$ cat config.mk
export PLATFORM = sky130hd
export DESIGN_NAME = task_timing_jitter_tracker
export DESIGN_NICKNAME = d
export VERILOG_FILES = /design/src/rtl/core/tjt_pkg.sv /design/src/rtl/core/task_timing_jitter_tracker.sv /design/src/rtl/core/tjt_ram.sv
export SDC_FILE = /design/constraint.sdc
export NUM_CORES = 1
export LEC_CHECK = 0
export BUFFER_PORTS_ARGS = -buffer_cell sky130_fd_sc_hd__buf_2
export CORE_ASPECT_RATIO = 0.6
export CORE_UTILIZATION = 50
export CTS_CLUSTER_DIAMETER = 120
export DETAILED_ROUTE_END_ITERATION = 10
export GPL_ROUTABILITY_DRIVEN = 0
export PLACE_DENSITY_LB_ADDON = 0.12
export SYNTH_ARGS = -nofsm -noshare
export SYNTH_HDL_FRONTEND = slang
export SYNTH_HIERARCHICAL = 1
export SYNTH_SLANG_ARGS = --single-unit
$ cat constraint.sdc
create_clock -name clk -period 15.8 [get_ports clk]
set_input_delay 2.37 -clock clk [delete_from_list [all_inputs] [get_ports clk]]
set_output_delay 2.37 -clock clk [all_outputs]
set_load 0.1 [all_outputs]
$ cat src/rtl/core/tjt_pkg.sv
// shared types and constants of the task timing jitter tracker
package tjt_pkg;

    localparam int TASK_COUNT_DEF = 8;
    localparam logic [15:0] JITTER_MAX = 16'hFFFF;

    localparam logic [1:0] MODE_ELAPSED = 2'd0;
    localparam logic [1:0] MODE_START   = 2'd1;
    localparam logic [1:0] MODE_QUERY   = 2'd2;

    typedef struct packed {
        logic [1:0]  mode;
        logic [7:0]  task_number;
        logic [15:0] elapsed_time;
        logic [31:0] now_time;
        logic [15:0] nominal_period;
    } req_t;

    typedef struct packed {
        logic        task_in_range;
        logic [15:0] peak_elapsed;
        logic [15:0] peak_jitter;
    } rsp_t;

    typedef struct packed {
        logic [15:0] peak_elapsed;
        logic [31:0] last_start;
        logic [15:0] peak_jitter;
        logic        start_seen;
    } entry_t;

    localparam int ENTRY_W = $bits(entry_t);

    typedef enum logic [1:0] {
        ST_IDLE,
        ST_READ,
        ST_CALC,
        ST_WRITE
    } state_t;

endpackage

$ cat src/rtl/core/task_timing_jitter_tracker.sv
// top level of the task timing jitter tracker: sequencer around one entry ram
//
// usage:
//   a request is taken at a rising edge with start high and busy low; req
//   carries mode, task number, elapsed time, timestamp and nominal period.
//   every request gives exactly one result: done is high for one cycle and
//   rsp holds in-range flag, peak elapsed and peak jitter after the update.
//   the receiver cannot stall; done drops after that cycle and rsp holds until the next result.
//   done is registered and rises after the write-back state; busy holds
//   off a new request until then. the accepting edge issues the ram read,
//   then busy covers the read state (read data and interval subtract), the
//   calc state (jitter subtract/saturate) and the entry write back state.
//   a new request may be taken in the same cycle that done is shown.
//   reset clears the per-entry valid flops at once; an entry never written
//   reads as all zeros, so the table needs no clearing pass.
//   out-of-range task numbers read and write nothing and report zeros.
module task_timing_jitter_tracker #(
    parameter int TASK_COUNT = tjt_pkg::TASK_COUNT_DEF,
    localparam int IDX_W = (TASK_COUNT > 1) ? $clog2(TASK_COUNT) : 1
) (
    input  logic          clk,
    input  logic          rst_n,
    input  logic          start,
    output logic          busy,
    input  tjt_pkg::req_t req,
    output logic          done,
    output tjt_pkg::rsp_t rsp
);

    tjt_pkg::state_t state_reg;
    tjt_pkg::state_t state_next;
    logic            done_reg;
    logic            done_next;
    logic [TASK_COUNT-1:0] valid_reg;
    logic [TASK_COUNT-1:0] valid_next;

    tjt_pkg::req_t   req_reg;
    logic            in_range_reg;
    tjt_pkg::entry_t entry_reg;
    tjt_pkg::entry_t entry_next;
    logic [31:0]     interval_reg;
    logic [31:0]     interval_next;
    logic [15:0]     jit_reg;
    logic [15:0]     jit_next;
    tjt_pkg::rsp_t   rsp_reg;
    tjt_pkg::rsp_t   rsp_next;

    logic                        accept;
    logic                        in_range_in;
    logic                        ram_rd_en;
    logic                        ram_wr_en;
    logic [IDX_W-1:0]            rd_idx;
    logic [IDX_W-1:0]            cur_idx;
    logic [tjt_pkg::ENTRY_W-1:0] ram_rd_data;
    tjt_pkg::entry_t             entry_upd;
    logic [31:0]                 nominal_ext;
    logic [31:0]                 diff;

    assign busy        = (state_reg != tjt_pkg::ST_IDLE);
    assign accept      = start && !busy;
    assign in_range_in = (req.task_number < 8'(TASK_COUNT));
    assign rd_idx      = req.task_number[IDX_W-1:0];
    assign cur_idx     = req_reg.task_number[IDX_W-1:0];
    assign ram_rd_en   = accept && in_range_in;
    assign nominal_ext = {16'd0, req_reg.nominal_period};

    tjt_ram #(
        .WIDTH(tjt_pkg::ENTRY_W),
        .DEPTH(TASK_COUNT)
    ) u_ram (
        .clk    (clk),
        .wr_en  (ram_wr_en),
        .wr_addr(cur_idx),
        .wr_data(entry_upd),
        .rd_en  (ram_rd_en),
        .rd_addr(rd_idx),
        .rd_data(ram_rd_data)
    );

    // entry update, valid only in the write state
    always_comb
    begin
        entry_upd = entry_reg;
        case (req_reg.mode)
            tjt_pkg::MODE_ELAPSED:
            begin
                if (req_reg.elapsed_time > entry_reg.peak_elapsed)
                begin
                    entry_upd.peak_elapsed = req_reg.elapsed_time;
                end
            end
            tjt_pkg::MODE_START:
            begin
                if (entry_reg.start_seen && (jit_reg > entry_reg.peak_jitter))
                begin
                    entry_upd.peak_jitter = jit_reg;
                end
                entry_upd.last_start = req_reg.now_time;
                entry_upd.start_seen = 1'b1;
            end
            default:
            begin
                entry_upd = entry_reg;
            end
        endcase
    end

    always_comb
    begin
        if (interval_reg >= nominal_ext)
        begin
            diff = interval_reg - nominal_ext;
        end
        else
        begin
            diff = nominal_ext - interval_reg;
        end
    end

    always_comb
    begin
        state_next    = state_reg;
        done_next     = 1'b0;
        valid_next    = valid_reg;
        entry_next    = entry_reg;
        interval_next = interval_reg;
        jit_next      = jit_reg;
        rsp_next      = rsp_reg;
        ram_wr_en     = 1'b0;
        case (state_reg)
            tjt_pkg::ST_IDLE:
            begin
                if (accept)
                begin
                    state_next = tjt_pkg::ST_READ;
                end
            end
            tjt_pkg::ST_READ:
            begin
                // entries never written read as zero
                if (valid_reg[cur_idx])
                begin
                    entry_next = tjt_pkg::entry_t'(ram_rd_data);
                end
                else
                begin
                    entry_next = '0;
                end
                interval_next = req_reg.now_time - entry_next.last_start;
                state_next    = tjt_pkg::ST_CALC;
            end
            tjt_pkg::ST_CALC:
            begin
                jit_next   = (diff[31:16] != 16'd0) ? tjt_pkg::JITTER_MAX : diff[15:0];
                state_next = tjt_pkg::ST_WRITE;
            end
            tjt_pkg::ST_WRITE:
            begin
                ram_wr_en = in_range_reg &&
                            (req_reg.mode inside {tjt_pkg::MODE_ELAPSED, tjt_pkg::MODE_START});
                if (ram_wr_en)
                begin
                    valid_next[cur_idx] = 1'b1;
                end
                if (in_range_reg)
                begin
                    rsp_next.task_in_range = 1'b1;
                    rsp_next.peak_elapsed  = entry_upd.peak_elapsed;
                    rsp_next.peak_jitter   = entry_upd.peak_jitter;
                end
                else
                begin
                    rsp_next = '0;
                end
                done_next  = 1'b1;
                state_next = tjt_pkg::ST_IDLE;
            end
            default:
            begin
                state_next = tjt_pkg::ST_IDLE;
            end
        endcase
    end

    always_ff @(posedge clk or negedge rst_n)
    begin
        if (!rst_n)
        begin
            state_reg <= tjt_pkg::ST_IDLE;
            done_reg  <= 1'b0;
            valid_reg <= '0;
        end
        else
        begin
            state_reg <= state_next;
            done_reg  <= done_next;
            valid_reg <= valid_next;
        end
    end

    always_ff @(posedge clk)
    begin
        if (accept)
        begin
            req_reg      <= req;
            in_range_reg <= in_range_in;
        end
        entry_reg    <= entry_next;
        interval_reg <= interval_next;
        jit_reg      <= jit_next;
        rsp_reg      <= rsp_next;
    end

    assign done = done_reg;
    assign rsp  = rsp_reg;

    a_done_after_write: assert property (@(posedge clk) disable iff (!rst_n)
        done_reg |-> $past(state_reg == tjt_pkg::ST_WRITE))
        else $error("result strobe without a write-back cycle");

    a_out_of_range_zero: assert property (@(posedge clk) disable iff (!rst_n)
        (done_reg && !rsp_reg.task_in_range) |->
            (rsp_reg.peak_elapsed == 16'd0 && rsp_reg.peak_jitter == 16'd0))
        else $error("out-of-range result carries nonzero peaks");

    a_write_in_range: assert property (@(posedge clk) disable iff (!rst_n)
        ram_wr_en |-> (in_range_reg && state_reg == tjt_pkg::ST_WRITE))
        else $error("table write for an out-of-range task");

    a_read_then_seq: assert property (@(posedge clk) disable iff (!rst_n)
        ram_rd_en |=> (state_reg == tjt_pkg::ST_READ))
        else $error("ram read not followed by the read state");

endmodule

$ cat src/rtl/core/tjt_ram.sv
// generic single-port-write, registered-read ram
module tjt_ram #(
    parameter int WIDTH = tjt_pkg::ENTRY_W,
    parameter int DEPTH = tjt_pkg::TASK_COUNT_DEF,
    localparam int ADDR_W = (DEPTH > 1) ? $clog2(DEPTH) : 1
) (
    input  logic              clk,
    input  logic              wr_en,
    input  logic [ADDR_W-1:0] wr_addr,
    input  logic [WIDTH-1:0]  wr_data,
    input  logic              rd_en,
    input  logic [ADDR_W-1:0] rd_addr,
    output logic [WIDTH-1:0]  rd_data
);

    logic [WIDTH-1:0] mem_reg [DEPTH];
    logic [WIDTH-1:0] rd_data_reg;

    always_ff @(posedge clk)
    begin
        if (wr_en)
        begin
            mem_reg[wr_addr] <= wr_data;
        end
        if (rd_en)
        begin
            rd_data_reg <= mem_reg[rd_addr];
        end
    end

    assign rd_data = rd_data_reg;

endmodule
Word level (Yosys, flattened, before mapping) --
Memory sizes are Yosys's and may differ from the RTL's. A register that Yosys moved wholly into a read port is not among the register bits. Cells that the tools add are included.
Word-level totals: register bits after elaboration 227, memory bits (writable) 520, input port bits 77, memories 1
Operators by class: add/subtract/negate cells 3, order comparisons 6, equality and inequality tests 5, multiplexer cells 18, bitwise logic cells 1, reductions and logical operators 12
Memories:
- u_ram.mem_reg | depth 8, bits a word 65, read ports 1, clocked after memory_dff 1, wr ports 1, line tjt_ram.sv:16 | logic [WIDTH-1:0] mem_reg [DEPTH];
Operators with widths (number):
- 65-bit two-way mux | 2
- 49-bit two-way mux | 1
- 16-bit two-way mux | 3
- 33-bit two-way mux | 1
- 32-bit by 16-bit greater-or-equal comparator with 1-bit output | 1
- 16-bit greater-than comparator | 2
- 32-bit two-way mux | 1
- 16-bit by 32-bit subtractor with 32-bit output | 1
- 32-bit by 16-bit subtractor with 32-bit output | 1
- 32-bit subtractor | 1
- 16-bit nonzero test | 1
- 8-bit by 4-bit < comparator with 1-bit output (second input constant) | 1
- 8-bit OR | 1
- 2-bit one-hot mux with 4 select lines | 1
- 1-bit two-way mux | 6
- 1-bit logical AND | 5
- 2-bit by 1-bit equality test with 1-bit output (second input constant) | 2
- 2-bit equality test (second input constant) | 2
- 2-bit logical NOT | 2
- 3-bit by 4-bit < comparator with 1-bit output (second input constant) | 1
- 2-bit nonzero test | 2
- 1-bit binary-select mux with 3-bit select | 1
- 1-bit demux with 3-bit select | 1
- 3-bit by 1-bit greater-or-equal comparator with 1-bit output (second input constant) | 1
- 4 further kinds | 4

Longest topological paths before layout --
depth in word-level cells 6, mapped depth 21, depth with buffers taken out 18

By module --
The synthesis kept the hierarchy.
Modules (own cells, without submodules):
- tjt_ram | instances 1, cells an instance 829, area each 21508.1 µm², seq. area each 17566.8 µm²
- task_timing_jitter_tracker | instances 1, cells an instance 1126, area each 12894.9 µm², seq. area each 6761.5 µm²

Worst setup path before layout --
OpenSTA, ideal clock, no wires.
kind register to register, from register state_reg[1], to memory u_ram/mem_reg[0][0] in the netlist's numbering (enable), library setup time 568 ps, arrival time 6274 ps, data required time 15232 ps, path slack 8958 ps, stages on the path, launching flop included 6, clock period less this slack 6842 ps, cell sequence dfrtp_1 ha_1 nand2_1 nor2_1 nand2b_1 nor3_1
Between the ends: word-level cells in the longest chain between the ends 4
Ends and longest elaborated chain:
- start: declaration | line task_timing_jitter_tracker.sv:30 | tjt_pkg::state_t state_reg;
- start signal: assignment | line task_timing_jitter_tracker.sv:189 | state_reg <= tjt_pkg::ST_IDLE;
- start signal: assignment | line task_timing_jitter_tracker.sv:195 | state_reg <= state_next;
- 2-bit equality test | line task_timing_jitter_tracker.sv:130 | case (state_reg)
- 1-bit two-way mux | line task_timing_jitter_tracker.sv:130
- via ram_wr_en | line task_timing_jitter_tracker.sv:51 | logic ram_wr_en;
- 1-bit two-way mux | line tjt_ram.sv:21 | if (wr_en)
- 1-bit two-way mux (implied by the code) | line tjt_ram.sv:23 | mem_reg[wr_addr] <= wr_data;
- end: declaration | line tjt_ram.sv:16
The timed path passes the listed nets, and every way through them passes these cells.

Worst setup path after layout --
from register req_reg (netlist bit cur_idx[1]), to register interval_reg[30], data pin
Between the ends: word-level cells in the longest chain between the ends 5
Ends and longest elaborated chain:
- start: declaration | line task_timing_jitter_tracker.sv:37 | tjt_pkg::req_t req_reg;
- start signal: assignment | line task_timing_jitter_tracker.sv:205 | req_reg <= req;
- 1-bit binary-select mux with 3-bit select | line task_timing_jitter_tracker.sv:141 | if (valid_reg[cur_idx])
- 1-bit two-way mux (implied by the code) | line task_timing_jitter_tracker.sv:141
- 65-bit two-way mux | line task_timing_jitter_tracker.sv:141
- 65-bit two-way mux | line task_timing_jitter_tracker.sv:130
- 32-bit subtractor | line task_timing_jitter_tracker.sv:149 | interval_next = req_reg.now_time - entry_next.last_start;
- end signal: assignment | line task_timing_jitter_tracker.sv:209 | interval_reg <= interval_next;
- end: declaration | line task_timing_jitter_tracker.sv:41 | logic [31:0] interval_reg;
Every way passes these cells. The select of a mux whose other input is x is not followed. A chain may end at the register's enable or synchronous reset.

==> impl_summary.md <==
Status
The run finished with clean final reports.

Routing
The initial DRC count is 1404. In the final routed layout, each cell accounts on average for 23.9 um. In the routed layout, each cell is associated on average with a via count of 5.72. The total vias in the final route is 17600.

The first TritonRoute pass finished after 7 iterations. The count of nets left with antenna violations once routing finished came out at 0. The total wirelength of the detailed-routed design is 73.5 mm. In the routed design, unresolved DRC markers number 0.

STA
The final-report hold violation count is 0. The part of the cycle the worst path needs is 34.2%. The relative slew slack is 18.8%.

The final critical delay including setup and external delays is 5400 ps. After routing, the total negative slack on setup checks comes to 0 ps. After layout, the worst setup slack is 10400 ps. The actual slew at the worst max-slew pin is 1210 ps. The total of endpoints with negative setup slack in the final report is 0. The final max-slew violation count is 0. Setup repair after global routing left no endpoint under its margin. Across the routed clock network, the largest skew measured is 17.6 ps. For this run, the top clock speed supported by timing is 0.185 GHz.

Layout
The number of diodes is 0. At the end of the flow, the number of nets in the layout was 2282. Cells with a size suffix above 1 make up 25.4% of the layout. The flip-flop count of the largest register, all copies and words added is 520. The layout overhead on the synthesized area is 11.8%. Counting the fill cells in the layout gives 5243.

CTS
After clock tree synthesis, the clock-pin slew on the worst setup and hold paths is 60 ps. The H-tree was split into 3 levels. In this run the clock root is driven by a sky130_fd_sc_hd__clkbuf_16. TritonCTS built the clock tree. The number of clock sinks is 812. The post-CTS setup-driven buffer insertion count is 0. The worst-case clock buffer depth is 3.

The insertion delay to the later sink of the worst-skew pair is 620 ps. The post-cts repair resize count is 0. Hold repair after CTS inserted 0 buffers. In this run, CTS created clock tree buffers numbering 76.

Synthesis
The total number of yosys warnings is 6. The library cell with the highest instance count after synthesis is sky130_fd_sc_hd__edfxtp_1. After synthesis, the cell types taking the most area are sky130_fd_sc_hd__edfxtp_1 70%, sky130_fd_sc_hd__mux4_2 8.5%, sky130_fd_sc_hd__mux2_2 4.3%. The area share of the largest cell type after synthesis is 69.9%. The leading register cell type out of synthesis is sky130_fd_sc_hd__edfxtp_1. In the synthesized netlist, the number of instances is 1955.

Yosys mapped the design onto 71 distinct sky130hd cell types. Yosys mapped a number of flops with a built-in enable equal to 801. After Yosys synthesis, XOR and XNOR cells account for 1.04% of the synthesized area. In the synthesized netlist, the cells that appear most often are 801 x sky130_fd_sc_hd__edfxtp_1, 131 x sky130_fd_sc_hd__mux2_2, 130 x sky130_fd_sc_hd__mux4_2.

The cell area that synthesis handed to floorplanning was 0.0344 sq mm. The fraction of the mapped netlist area in compound gates is 4.03%. The synthesized design spends more area on one cell type than any other, namely sky130_fd_sc_hd__edfxtp_1. Of the total synthesized cell area, the portion taken by AND, OR, NAND and NOR gates is 5.02%. The average instance in the mapped netlist occupies 17.6 sq um. The synthesized netlist devotes 3.81% of its cell area to adder and majority cells. After synthesis, flip-flops and latches occupy 70.7% of the total area. The number of nets handed over by synthesis was 2135. The main combinational cell family by area after synthesis is multiplexers. The share of flip-flops with an asynchronous set or reset after synthesis is 1.35%. Measured against the total synthesized area, the mux share comes to 12.9%.

In this run, synthesis produced a sequential element count of 812.

Pwr
Summed over all cells, the static leakage comes to 13.3 nW. IR analysis of the VDD net gives a maximum drop of 0.104 mV. In this run the power density over the cells is 164 mW/mm^2.

GRT
The initial antenna violation count was 1. The combined global-route utilization of all metal layers is 21.5%. The pin count of the biggest net entering global routing is 68.

The first global-routing pass estimated 111 mm of wire. The number of global-route vias before repair is 17800. Summed over all layers, the global routing overflow is 0.

Worst setup path
The category of the worst setup path launch point is a flip-flop. STA puts the critical path data arrival time at 5780 ps. The kind of cell with the highest combined delay along the critical path is compound AO/OA/AOI/OAI gates. The slowest stage of the critical path belongs to the cell sky130_fd_sc_hd__edfxtp_1. Of all nets on the critical path, the largest fanout is 34. The type of the worst setup path is reg2reg. The maximum single-stage delay on the critical path is 580 ps.

The number of buffer and inverter instances along the worst setup path is 2. The signal on the critical path passes through nor2_1, nand2_1, a21oi_1, a31oi_1, o211ai_1, buf_4, buf_4, and2_1, ha_1, fa_1, nor2b_1, o21ai_0, a21boi_0, o311a_1, o21a_1, o211ai_1, a31oi_1, a21o_1, a21oi_1, xnor2_1. The worst flop-to-flop path startpoint is cur_idx[1]$_DFFE_PP_. The data required time at the worst endpoint is 16170 ps.

In this run the register-to-register setup slack is 10400 ps. The critical path starts at cur_idx[1]$_DFFE_PP_. STA classifies the critical path endpoint as a flip-flop.

Hold path
The tightest min-delay check is of the reg2reg type. The worst hold path begins at valid_reg[4]$_DFFE_PN0P_.

Floorplanning
The die area is 0.0699 sq mm. For this configuration, the core starts out at a cell density of 50.6%. The placement row count is 74.

The die is 341 um wide. The total I/O pin count is 112. Measured along the y axis, the die boundary spans 205 um. The total core area is 0.0681 sq mm.

Run
The number of maximum-capacitance violations is 0.

Place
The final HPWL from detailed placement is 43.3 mm. Prior to clock tree synthesis, the placed netlist has a worst setup slack of 10410 ps. The count of buffers added on input and output ports is 111.
## where the power goes
| part | total [W] | internal (W) | switching, W |
|---|---|---|---|
| Sequential | 0.00292 | 0.00281 | 0.000108 |
| Combinational | 0.00159 | 0.000489 | 0.00110 |
| Clock | 0.00181 | 0.00102 | 0.000793 |
## worst paths after layout
kind                                              endpoint  cells past startpoint
worst max-delay path            interval_reg[30]$_DFFE_PN_                     20
worst min-delay path              valid_reg[4]$_DFFE_PN0P_                      1
worst max register to register  interval_reg[30]$_DFFE_PN_                     20
worst min register to register    valid_reg[4]$_DFFE_PN0P_                      1
max in group asynchronous         valid_reg[6]$_DFFE_PN0P_                      1
min in group asynchronous                   done$_DFF_PN0_                      1
## worst reg2reg max path, delay by kind of cell (launching register included)
kind                       cells  cell delay [ps]
and+or+nand+nor                4              590
DFF                            1              580
buffers and inverters          2              970
AOI/OAI and AO/OA             11             2530
adders and majority gates      2              400
xor gates and xnor gates       1               90
## area by class of cell
class,count,area (sq um),area share [%]
Clock buffer,87,1980,5.16
Clock inverter,51,448,1.16
Sequential cell,812,24300,63.2
Inverter,123,462,1.20
Tap cell,912,1140,2.97
Multi-Input combinational cell,948,9310,24.2
Timing Repair Buffer,141,795,2.07
## per-layer routing
metal	wire length, um	GRT usage (%)	vias up	share of wire [%]
li1	-	-	7906	-
met5	0	0	-	0
met1	34800	32.4	9096	47
met2	33200	32.7	494	45
met3	4110	3.70	89	5.6
met4	1340	5.48	0	1.8
## placed cells by master, fill, tap and decap left out, types with 12 or more instances in the layout
cell type and n:
sky130_fd_sc_hd__a21o_1 24, sky130_fd_sc_hd__a21oi_1 52, sky130_fd_sc_hd__and2_1 73, sky130_fd_sc_hd__buf_2 108, sky130_fd_sc_hd__buf_4 32, sky130_fd_sc_hd__clkbuf_16 77, sky130_fd_sc_hd__clkinv_1 22, sky130_fd_sc_hd__edfxtp_1 801
sky130_fd_sc_hd__ha_1 98, sky130_fd_sc_hd__inv_1 123, sky130_fd_sc_hd__mux2_2 131, sky130_fd_sc_hd__mux4_2 130, sky130_fd_sc_hd__nand2_1 94, sky130_fd_sc_hd__nand4_1 12, sky130_fd_sc_hd__nor2_1 55, sky130_fd_sc_hd__nor2b_1 15
sky130_fd_sc_hd__nor3_1 14, sky130_fd_sc_hd__o21a_1 17, sky130_fd_sc_hd__o21ai_0 30, sky130_fd_sc_hd__xnor2_1 31
## through the flow
step / utilization, % / hold slack, ps / power, W / instance area (sq um) / std cells
floorplan: - / 428 / 0.00409 / 34400 / 1955
global placement: 53.0 / 453 / 0.00451 / 36000 / 2936
detailed placement: 53.0 / 445 / 0.00455 / 36000 / 2936
CTS: 56.5 / 460 / 0.00637 / 38500 / 3074
global route: 56.5 / 476 / 0.00661 / 38500 / 3074
finish: 56.5 / 458 / 0.00632 / 38500 / 3074
## logic make-up after synthesis
family / after synthesis
flip-flops: 812
AND/OR/NAND/NOR: 337
multiplexers: 265
AO/OA/AOI/OAI: 202
buffers and inverters: 195
adder cells (fa/ha/maj): 103
XOR/XNOR: 41
Power figures use the tool's default switching activity.
